## src/design/etls_pkg.sv

```systemverilog
// ----------------------------------------------------------------------------
// etls_pkg
// Shared types, codes and prefix tables for the Erlang tag line scanner.
// ----------------------------------------------------------------------------
package etls_pkg;

  localparam int CHAR_W = 8;
  localparam int KIND_W = 3;
  localparam int NUM_KINDS = 5;
  localparam int NUM_PREFIXES = 4;
  localparam int PAT_MAX = 10;

  localparam logic [KIND_W-1:0] KIND_DEFINE   = 3'd0;
  localparam logic [KIND_W-1:0] KIND_RECORD   = 3'd1;
  localparam logic [KIND_W-1:0] KIND_TYPE     = 3'd2;
  localparam logic [KIND_W-1:0] KIND_CALLBACK = 3'd3;
  localparam logic [KIND_W-1:0] KIND_FUNCTION = 3'd4;

  localparam logic [CHAR_W-1:0] CH_NUL    = 8'h00;
  localparam logic [CHAR_W-1:0] CH_DASH   = "-";
  localparam logic [CHAR_W-1:0] CH_COMMA  = ",";
  localparam logic [CHAR_W-1:0] CH_LPAREN = "(";
  localparam logic [CHAR_W-1:0] CH_RPAREN = ")";
  localparam logic [CHAR_W-1:0] CH_SPACE  = " ";

  localparam logic [NUM_PREFIXES-1:0] ALL_PREFIXES = '1;

  localparam logic [CHAR_W-1:0] PAT_TEXT [NUM_PREFIXES][PAT_MAX] = '{
    '{"-", "d", "e", "f", "i", "n", "e", "(", 8'h00, 8'h00},
    '{"-", "r", "e", "c", "o", "r", "d", "(", 8'h00, 8'h00},
    '{"-", "t", "y", "p", "e", " ", 8'h00, 8'h00, 8'h00, 8'h00},
    '{"-", "c", "a", "l", "l", "b", "a", "c", "k", " "}
  };

  localparam logic [3:0] PAT_LEN [NUM_PREFIXES] = '{4'd8, 4'd8, 4'd6, 4'd10};

  // Controller to datapath.
  typedef struct packed {
    logic step;  // accept the current input transaction
    logic rd;    // read the buffer at the emit index
    logic adv;   // move to the next name character
  } etls_cmd_t;

  // Datapath to controller.
  typedef struct packed {
    logic emit_req;  // the current input ends a tag that is to be sent
    logic last;      // the shown character is the last one of the tag
  } etls_sts_t;

  function automatic logic is_word_char(input logic [CHAR_W-1:0] c);
    return (c >= "0" && c <= "9") || (c >= "A" && c <= "Z") ||
           (c >= "a" && c <= "z") || (c == "_");
  endfunction

  function automatic logic [CHAR_W-1:0] pattern_char(input logic [1:0] k,
                                                     input logic [3:0] pos);
    logic [CHAR_W-1:0] ch;
    ch = CH_NUL;
    if (pos < 4'(PAT_MAX)) begin
      ch = PAT_TEXT[k][pos];
    end
    return ch;
  endfunction

  function automatic logic [1:0] lowest_set(input logic [NUM_PREFIXES-1:0] v);
    logic [1:0] k;
    k = 2'd0;
    for (int i = NUM_PREFIXES - 1; i >= 0; i--) begin
      if (v[i]) begin
        k = 2'(i);
      end
    end
    return k;
  endfunction

endpackage

```

## src/design/erlang_tag_line_scanner_core.sv

```systemverilog
// Order: a transaction that ends a tag is followed by a buffer read, then the
// output of the first name character; each further name character again takes
// a buffer read, then the output, plus any output stall. An input that makes no
// tag leaves the controller idle. Throughput is set by the controller, which
// reads one buffer entry and shows it before it starts the next read.
// Reset (rst_n low, synchronous) clears the line state and enables all kinds.
// ----------------------------------------------------------------------------
// erlang_tag_line_scanner_core
// Scans Erlang source lines and emits define, record, type, callback and
// function tags one name character per output transaction.
// ----------------------------------------------------------------------------
module erlang_tag_line_scanner_core #(
  parameter int NAME_MAX = 32
) (
  input  logic                                   clk,
  input  logic                                   rst_n,
  input  logic                                   cfg_we,
  input  logic [etls_pkg::NUM_KINDS-1:0]         cfg_wdata,
  input  logic                                   in_valid,
  output logic                                   in_ready,
  input  logic [etls_pkg::CHAR_W-1:0]            in_char_code,
  input  logic                                   in_end_of_line,
  output logic                                   out_valid,
  input  logic                                   out_ready,
  output logic [etls_pkg::KIND_W-1:0]            out_tag_kind,
  output logic [etls_pkg::CHAR_W-1:0]            out_name_char,
  output logic                                   out_last_char,
  output logic                                   out_truncated
);

  import etls_pkg::*;

  etls_cmd_t cmd;
  etls_sts_t sts;

  etls_ctrl u_ctrl (
    .clk       (clk),
    .rst_n     (rst_n),
    .in_valid  (in_valid),
    .in_ready  (in_ready),
    .out_valid (out_valid),
    .out_ready (out_ready),
    .sts       (sts),
    .cmd       (cmd)
  );

  etls_dp #(
    .NAME_MAX (NAME_MAX)
  ) u_dp (
    .clk            (clk),
    .rst_n          (rst_n),
    .cfg_we         (cfg_we),
    .cfg_wdata      (cfg_wdata),
    .in_char_code   (in_char_code),
    .in_end_of_line (in_end_of_line),
    .cmd            (cmd),
    .sts            (sts),
    .out_tag_kind   (out_tag_kind),
    .out_name_char  (out_name_char),
    .out_last_char  (out_last_char),
    .out_truncated  (out_truncated)
  );

endmodule

```

## src/design/etls_ram.sv

```systemverilog
// ----------------------------------------------------------------------------
// etls_ram
// Generic single-write, single-read RAM with registered read data.
// ----------------------------------------------------------------------------
module etls_ram #(
  parameter int WIDTH = 8,
  parameter int DEPTH = 32
) (
  input  logic                     clk,
  input  logic                     we,
  input  logic [$clog2(DEPTH)-1:0] waddr,
  input  logic [WIDTH-1:0]         wdata,
  input  logic                     re,
  input  logic [$clog2(DEPTH)-1:0] raddr,
  output logic [WIDTH-1:0]         rdata
);

  logic [WIDTH-1:0] mem [DEPTH];

  always_ff @(posedge clk) begin
    if (we) begin
      mem[waddr] <= wdata;
    end
    if (re) begin
      rdata <= mem[raddr];
    end
  end

endmodule

```

## src/design/etls_dp.sv

```systemverilog
// ----------------------------------------------------------------------------
// etls_dp
// Scanner datapath: line scan state, prefix matcher, name buffer and the
// registers that drive out one tag character per transaction.
// ----------------------------------------------------------------------------
module etls_dp #(
  parameter int NAME_MAX = 32
) (
  input  logic                                   clk,
  input  logic                                   rst_n,
  input  logic                                   cfg_we,
  input  logic [etls_pkg::NUM_KINDS-1:0]         cfg_wdata,
  input  logic [etls_pkg::CHAR_W-1:0]            in_char_code,
  input  logic                                   in_end_of_line,
  input  etls_pkg::etls_cmd_t                    cmd,
  output etls_pkg::etls_sts_t                    sts,
  output logic [etls_pkg::KIND_W-1:0]            out_tag_kind,
  output logic [etls_pkg::CHAR_W-1:0]            out_name_char,
  output logic                                   out_last_char,
  output logic                                   out_truncated
);

  import etls_pkg::*;

  localparam int AW    = $clog2(NAME_MAX);
  localparam int LEN_W = $clog2(NAME_MAX + 1);
  localparam int TOT_W = LEN_W + 1;

  typedef enum logic [2:0] {
    PH_START,
    PH_PREFIX,
    PH_COLLECT,
    PH_FNAME,
    PH_FSPACE,
    PH_SKIP
  } phase_t;

  phase_t                  phase_r, phase_nxt;
  logic [3:0]              pos_r, pos_nxt;
  logic [NUM_PREFIXES-1:0] cand_r, cand_nxt, cand_hit;
  logic [LEN_W-1:0]        len_r, len_nxt;
  logic                    ovf_r, ovf_nxt;
  logic [NUM_KINDS-1:0]    en_r;

  logic [KIND_W-1:0]       ekind_r;
  logic [LEN_W-1:0]        elen_r;
  logic [TOT_W-1:0]        etot_r;
  logic                    eovf_r;
  logic [TOT_W-1:0]        idx_r;

  logic                    append;
  logic                    emit;
  logic [KIND_W-1:0]       emit_kind;
  logic [TOT_W-1:0]        emit_total;
  logic                    emit_ok;
  logic [1:0]              mk, hit_k;
  logic                    ram_we;
  logic [CHAR_W-1:0]       ram_q;

  assign mk = lowest_set(cand_r);

  always_comb begin
    phase_nxt = phase_r;
    pos_nxt   = pos_r;
    cand_nxt  = cand_r;
    len_nxt   = len_r;
    ovf_nxt   = ovf_r;
    append    = 1'b0;
    emit      = 1'b0;
    emit_kind = {1'b0, mk};
    cand_hit  = cand_r;
    hit_k     = 2'd0;

    if (in_end_of_line) begin
      emit      = (phase_r == PH_COLLECT);
      phase_nxt = PH_START;
      pos_nxt   = 4'd0;
      cand_nxt  = ALL_PREFIXES;
      len_nxt   = '0;
      ovf_nxt   = 1'b0;
    end else begin
      case (phase_r)
        PH_START: begin
          if (in_char_code == CH_DASH) begin
            cand_nxt  = ALL_PREFIXES;
            pos_nxt   = 4'd1;
            phase_nxt = PH_PREFIX;
          end else if (is_word_char(in_char_code)) begin
            append    = 1'b1;
            phase_nxt = PH_FNAME;
          end else begin
            phase_nxt = PH_SKIP;
          end
        end
        PH_PREFIX: begin
          for (int k = 0; k < NUM_PREFIXES; k++) begin
            if (cand_r[k] && (in_char_code == CH_NUL || pos_r >= PAT_LEN[k] ||
                pattern_char(2'(k), pos_r) != in_char_code)) begin
              cand_hit[k] = 1'b0;
            end
          end
          hit_k = lowest_set(cand_hit);
          if (cand_hit == '0) begin
            cand_nxt  = cand_hit;
            phase_nxt = PH_SKIP;
          end else if (pos_r + 4'd1 == PAT_LEN[hit_k]) begin
            cand_nxt  = NUM_PREFIXES'(1) << hit_k;
            len_nxt   = '0;
            ovf_nxt   = 1'b0;
            phase_nxt = PH_COLLECT;
          end else begin
            cand_nxt = cand_hit;
            pos_nxt  = pos_r + 4'd1;
          end
        end
        PH_COLLECT: begin
          if (in_char_code == CH_NUL ||
              ((mk == 2'(KIND_DEFINE) || mk == 2'(KIND_RECORD)) &&
               in_char_code == CH_COMMA) ||
              ((mk == 2'(KIND_DEFINE) || mk == 2'(KIND_TYPE)) &&
               in_char_code == CH_LPAREN) ||
              (mk == 2'(KIND_CALLBACK) && in_char_code == CH_RPAREN)) begin
            emit      = 1'b1;
            phase_nxt = PH_SKIP;
          end else begin
            append = 1'b1;
          end
        end
        PH_FNAME, PH_FSPACE: begin
          if (in_char_code == CH_LPAREN) begin
            emit      = 1'b1;
            emit_kind = KIND_FUNCTION;
            phase_nxt = PH_SKIP;
          end else if (in_char_code == CH_SPACE) begin
            append    = 1'b1;
            phase_nxt = PH_FSPACE;
          end else if (phase_r == PH_FNAME && is_word_char(in_char_code)) begin
            append = 1'b1;
          end else begin
            phase_nxt = PH_SKIP;
          end
        end
        default: begin
          phase_nxt = PH_SKIP;
        end
      endcase
    end

    // Characters past the buffer are dropped but remembered as a truncation.
    if (append) begin
      if (len_r < LEN_W'(NAME_MAX)) begin
        len_nxt = len_r + LEN_W'(1);
      end else begin
        ovf_nxt = 1'b1;
      end
    end
  end

  assign ram_we     = cmd.step && append && (len_r < LEN_W'(NAME_MAX));
  assign emit_total = TOT_W'(len_r) + ((emit_kind == KIND_CALLBACK) ? TOT_W'(1) : TOT_W'(0));
  assign emit_ok    = emit && (emit_total != '0) && en_r[emit_kind];

  always_ff @(posedge clk) begin
    if (!rst_n) begin
      phase_r <= PH_START;
      pos_r   <= 4'd0;
      cand_r  <= ALL_PREFIXES;
      len_r   <= '0;
      ovf_r   <= 1'b0;
      en_r    <= '1;
    end else begin
      if (cfg_we) begin
        en_r <= cfg_wdata;
      end
      if (cmd.step) begin
        phase_r <= phase_nxt;
        pos_r   <= pos_nxt;
        cand_r  <= cand_nxt;
        len_r   <= len_nxt;
        ovf_r   <= ovf_nxt;
      end
    end
  end

  // Tag snapshot: the line state may be cleared by the same transaction.
  always_ff @(posedge clk) begin
    if (cmd.step && emit_ok) begin
      ekind_r <= emit_kind;
      elen_r  <= len_r;
      etot_r  <= emit_total;
      eovf_r  <= ovf_r;
      idx_r   <= '0;
    end else if (cmd.adv) begin
      idx_r <= idx_r + TOT_W'(1);
    end
  end

  etls_ram #(
    .WIDTH (CHAR_W),
    .DEPTH (NAME_MAX)
  ) u_name_buf (
    .clk   (clk),
    .we    (ram_we),
    .waddr (len_r[AW-1:0]),
    .wdata (in_char_code),
    .re    (cmd.rd),
    .raddr (idx_r[AW-1:0]),
    .rdata (ram_q)
  );

  assign out_tag_kind  = ekind_r;
  assign out_name_char = (idx_r < TOT_W'(elen_r)) ? ram_q : CH_RPAREN;
  assign out_last_char = (idx_r + TOT_W'(1) == etot_r);
  assign out_truncated = eovf_r;

  assign sts.emit_req = emit_ok;
  assign sts.last     = out_last_char;

endmodule

```

## src/design/etls_ctrl.sv

```systemverilog
// ----------------------------------------------------------------------------
// etls_ctrl
// Controller: takes input transactions and sequences buffer reads and
// output transactions while a tag is being sent.
// ----------------------------------------------------------------------------
module etls_ctrl (
  input  logic                clk,
  input  logic                rst_n,
  input  logic                in_valid,
  output logic                in_ready,
  output logic                out_valid,
  input  logic                out_ready,
  input  etls_pkg::etls_sts_t sts,
  output etls_pkg::etls_cmd_t cmd
);

  import etls_pkg::*;

  typedef enum logic [1:0] {
    ST_IDLE,
    ST_READ,
    ST_SHOW
  } state_t;

  state_t state_r, state_nxt;

  always_comb begin
    state_nxt = state_r;
    cmd       = '0;
    in_ready  = (state_r == ST_IDLE);
    out_valid = (state_r == ST_SHOW);
    case (state_r)
      ST_IDLE: begin
        cmd.step = in_valid;
        if (in_valid && sts.emit_req) begin
          state_nxt = ST_READ;
        end
      end
      ST_READ: begin
        cmd.rd    = 1'b1;
        state_nxt = ST_SHOW;
      end
      ST_SHOW: begin
        if (out_ready) begin
          if (sts.last) begin
            state_nxt = ST_IDLE;
          end else begin
            cmd.adv   = 1'b1;
            state_nxt = ST_READ;
          end
        end
      end
      default: begin
        state_nxt = ST_IDLE;
      end
    endcase
  end

  always_ff @(posedge clk) begin
    if (!rst_n) begin
      state_r <= ST_IDLE;
    end else begin
      state_r <= state_nxt;
    end
  end

endmodule

```

## config.mk

```make
export PLATFORM = sky130hd
export DESIGN_NAME = erlang_tag_line_scanner_core
export DESIGN_NICKNAME = d
export VERILOG_FILES = /design/src/design/etls_pkg.sv /design/src/design/erlang_tag_line_scanner_core.sv /design/src/design/etls_ram.sv /design/src/design/etls_dp.sv /design/src/design/etls_ctrl.sv
export SDC_FILE = /design/constraint.sdc
export NUM_CORES = 1
export LEC_CHECK = 0
export BUFFER_PORTS_ARGS = -buffer_cell sky130_fd_sc_hd__buf_4
export CORE_MARGIN = 3
export CORE_UTILIZATION = 40
export CTS_CLUSTER_DIAMETER = 200
export DETAILED_ROUTE_END_ITERATION = 8
export GPL_TIMING_DRIVEN = 0
export PLACE_DENSITY = 0.54
export SLEW_MARGIN = 25
export SYNTH_ARGS = -nofsm -noshare
export SYNTH_HDL_FRONTEND = slang
export SYNTH_HIERARCHICAL = 1
export SYNTH_SLANG_ARGS = --single-unit
export TNS_END_PERCENT = 50
```

## constraint.sdc

```tcl
create_clock -name clk -period 5.4 [get_ports clk]
set_input_delay 0 -clock clk [delete_from_list [all_inputs] [get_ports clk]]
set_output_delay 0 -clock clk [all_outputs]
set_load 0.02 [all_outputs]
```

==> run metrics <==
CP Max Fanout 38; CP max stage delay 0.78 ns; post-DP HPWL 21,200 microns; Post-CTS Setup Inserts 0; residual DRC count 0; Arrival @ worst endpoint 4.84 ns; Design Area, Final 16,100 sq um; fin crit period 4.71 ns; site row count 67; Synthesized Nets 907; Avg Cell Area, Syn 16.0 sq um; r2r endpoint u_dp/u_name_buf/mem[4][6]$_DFFE_PP_; antenna violation net count after detailed routing 0; Critical Path Slowest Stage Cell nor2_1; die area 37,200 sq um; layout cells sized above 1 roughly 23%; clock skew 0.0138 ns; critical path endpoint u_dp/u_name_buf/mem[4][6]$_DFFE_PP_; clock sink total 313; Ant. Diodes 0; critical-path cell list dlygate4sd3_1 -> buf_4 -> buf_2 -> nor2_1 -> o221ai_1 -> o21ai_0 -> a2111oi_0 -> o31ai_1 -> nor3_1 -> or3b_2 -> clkbuf_1 -> nor2_1; Iteration-0 DRC Markers 574; Most Frequent Cell on Critical Path nor2_1; CTS tree built; # port buffers 32; worst-margin pin slew 0.893 ns; CP startpoint kind input port; Global Route Usage Sum roughly 18%; met1 Resource Use GR 26.2%; share of power burned in registers 52.1%; Setup Crit Path Kind in -> reg; total gr overflow 0; Yosys cell types 83; Setup violations, final 0; routed vias 8,020; Synth Instances 874; PD cells between 300 and 400 nW/um^2; Final Cycle Share 87.1%; worst r2r path cells 9; mapped cell area 14,000 sq um; Worst EP required 5.53 ns; switching pwr 1.05 mW; core area 34,000 sq um; total CTS buffers 35; status finished, final reports clean; Peak supply drop around 0.18 mV; busiest grt layer met2; Hold Crit Class in -> reg; average wire per standard cell 22.5 microns; RSZ-0062 raised after global routing false; vias in the first global route 8,066; die height around 190 microns; crit end category register; final setup TNS 0 ns; post-DR vias/cell 5.58; yosys warns 6; initial core utilization about two fifths; clock group share of total power roughly 44%; Skew-Pair Late Insertion Delay 0.52 ns; largest net degree at the start of global routing 39; reg2reg start u_dp/cand_r[0]$_SDFFE_PN1P_; Ports 34; grt met3 use 2.62%; Area Growth Syn to Fin 15.1%; final hold viol count 0; Die Width between 150 and 200 microns; Comb power frac 3.6%; sequential cell area fraction in the yosys report 64.9%; Slew HR between 40% and 50%; clk slew on worst S/H paths 0.06 ns; Post-DP Area 14,800 sq um; Max Buffers Root-to-Sink 3; RePlAce Congestion 0.818; GRT met2 Usage between 20 and 30%; Clock Tree Root clkbuf_16; FF+latch count, synth 313; Post-synth EDFFs 281; ys flop type edfxtp_1; fin nets 998; Slew Viols, Final 0; final WL between 30,000 and 40,000 microns; drt pass-1 iters 5; switching part of the total power 20.7%; Async SR Flop Fraction 0%; H-tree depth 2; Filler cells slightly above 3,000; max frequency 0.213 GHz; r2r setup slk 1.05 ns; CP startpoint in_char_code[0]; Leak 5.20 nW; first-pass GRT wire length a little under 50,000 microns; antenna violations before repair 0; max_cap viols 0; Int Pwr 4.02 mW
==> cell families after synthesis <==
family | share of synthesized area, %
flip-flops | 64.9
AND/OR/NAND/NOR | 9.21
AO/OA/AOI/OAI | 5.53
multiplexers | 14.6
buffers and inverters | 2.66
XOR/XNOR | 1.82
adder cells (fa/ha/maj) | 1.25
==> what timing repair did <==
action / 4_1_cts / 5_1_grt
hold buffers: 22 / 0
hold endpoints to repair: 266 / 0
gates resized for setup: 0 / 0
==> per-stage QoR <==
stage	hold slack (ns)	worst slack (ns)	total power [mW]	utilization (%)	cells
after CTS	0.0154	0.728	5.13	47.3	1437
after global placement	0.218	0.768	2.86	43.4	1354
after floorplan	0.0989	1.98	2.79	-	874
after detailed placement	0.220	0.721	2.86	43.5	1354
final	0.0339	0.694	5.07	47.3	1437
after global routing	0.0441	0.330	5.25	47.3	1437
==> cell type report <==
cell class | count | area [sq um] | share of cell area [%]
Clock inverter | 20 | 161 | 1.00
Tap cell | 448 | 561 | 3.48
Sequential cell | 313 | 9080 | 56.4
Buffer | 54 | 308 | 1.91
Clock buffer | 41 | 920 | 5.71
Timing Repair Buffer | 54 | 460 | 2.86
Inverter | 17 | 63.8 | 0.397
Multi-Input combinational cell | 490 | 4540 | 28.2
==> layer usage <==
layer	part of all wire [%]	routed length (microns)
met1	47	15400
met2	46	14900
met3	4.1	1320
met4	2.3	750
met5	0	0
==> cells in the final DEF, fill, tap and decap left out, drive strengths merged, types with 4 or more instances in the layout <==
master,n
a211oi,6
a21o,5
a21oi,29
and2,9
and3,6
buf,69
clkbuf,58
clkinv,15
dfxtp,32
dlygate4sd3,22
edfxtp,281
ha,14
inv,19
mux2,11
mux2i,12
mux4,80
nand2,33
nand2b,17
nand3,17
nand3b,8
nand4,8
nor2,65
nor2b,8
nor3,19
nor4,4
nor4b,4
o211ai,4
o21ai,25
o31ai,5
or3,6
or3b,4
or4,4
xnor2,16
xor2,13
==> power groups by stage <==
stage / registers, mW / logic [mW] / clock network, mW
3_3_place_gp: 2.69 / 0.165 / 0
6_report: 2.64 / 0.180 / 2.25
4_1_cts: 2.64 / 0.181 / 2.30
5_1_grt: 2.64 / 0.200 / 2.40
3_5_place_dp: 2.69 / 0.167 / 0
2_1_floorplan: 2.69 / 0.0920 / 0
==> critical path, delay by kind of cell <==
kind / cells / cell delay [ns]
AO/OA/AOI/OAI: 4 / 1.21
AND/OR/NAND/NOR: 4 / 2.03
buffers and inverters: 4 / 1.57
==> cells in the mapped netlist, drive strengths merged (19+ instances only) <==
library cell	number	share of area (%)
a21oi	29	1.1
buf	37	1.7
dfxtp	32	4.6
edfxtp	281	60
mux4	80	13
nand2	33	0.89
nor2	65	1.7
nor3	19	0.84
o21ai	25	0.89
==> how the worst min path moves through the flow <==
stage,endpoint,cells past startpoint,start,slack (ns)
2_1_floorplan,u_dp/u_name_buf/mem[0][0]$_DFFE_PP_,0,in_char_code[0],0.1
3_3_place_gp,u_dp/en_r[4]$_SDFFE_PN1P_,3,cfg_wdata[4],0.22
3_5_place_dp,u_dp/en_r[2]$_SDFFE_PN1P_,3,cfg_wdata[2],0.22
4_1_cts,u_dp/out_tag_kind[2]$_DFFE_PP_,3,in_end_of_line,0.02
5_1_grt,u_dp/out_tag_kind[2]$_DFFE_PP_,3,in_end_of_line,0.04
6_report,u_dp/out_tag_kind[2]$_DFFE_PP_,3,in_end_of_line,0.03
==> state kept, by name, indices dropped and copies added (netlist names) <==
register and cells:
u_dp/ovf_r 1, u_dp/len_r 6, u_ctrl/state_r 2, u_dp/elen_r 6
u_dp/en_r 5, u_dp/u_name_buf/rdata 8, u_dp/pos_r 4, u_dp/u_name_buf/mem 256
u_dp/idx_r 7, u_dp/out_truncated 1, u_dp/etot_r 7, u_dp/cand_r 4
u_dp/out_tag_kind 3, u_dp/phase_r 3
Note: power is estimated with default switching activity, not from simulation.
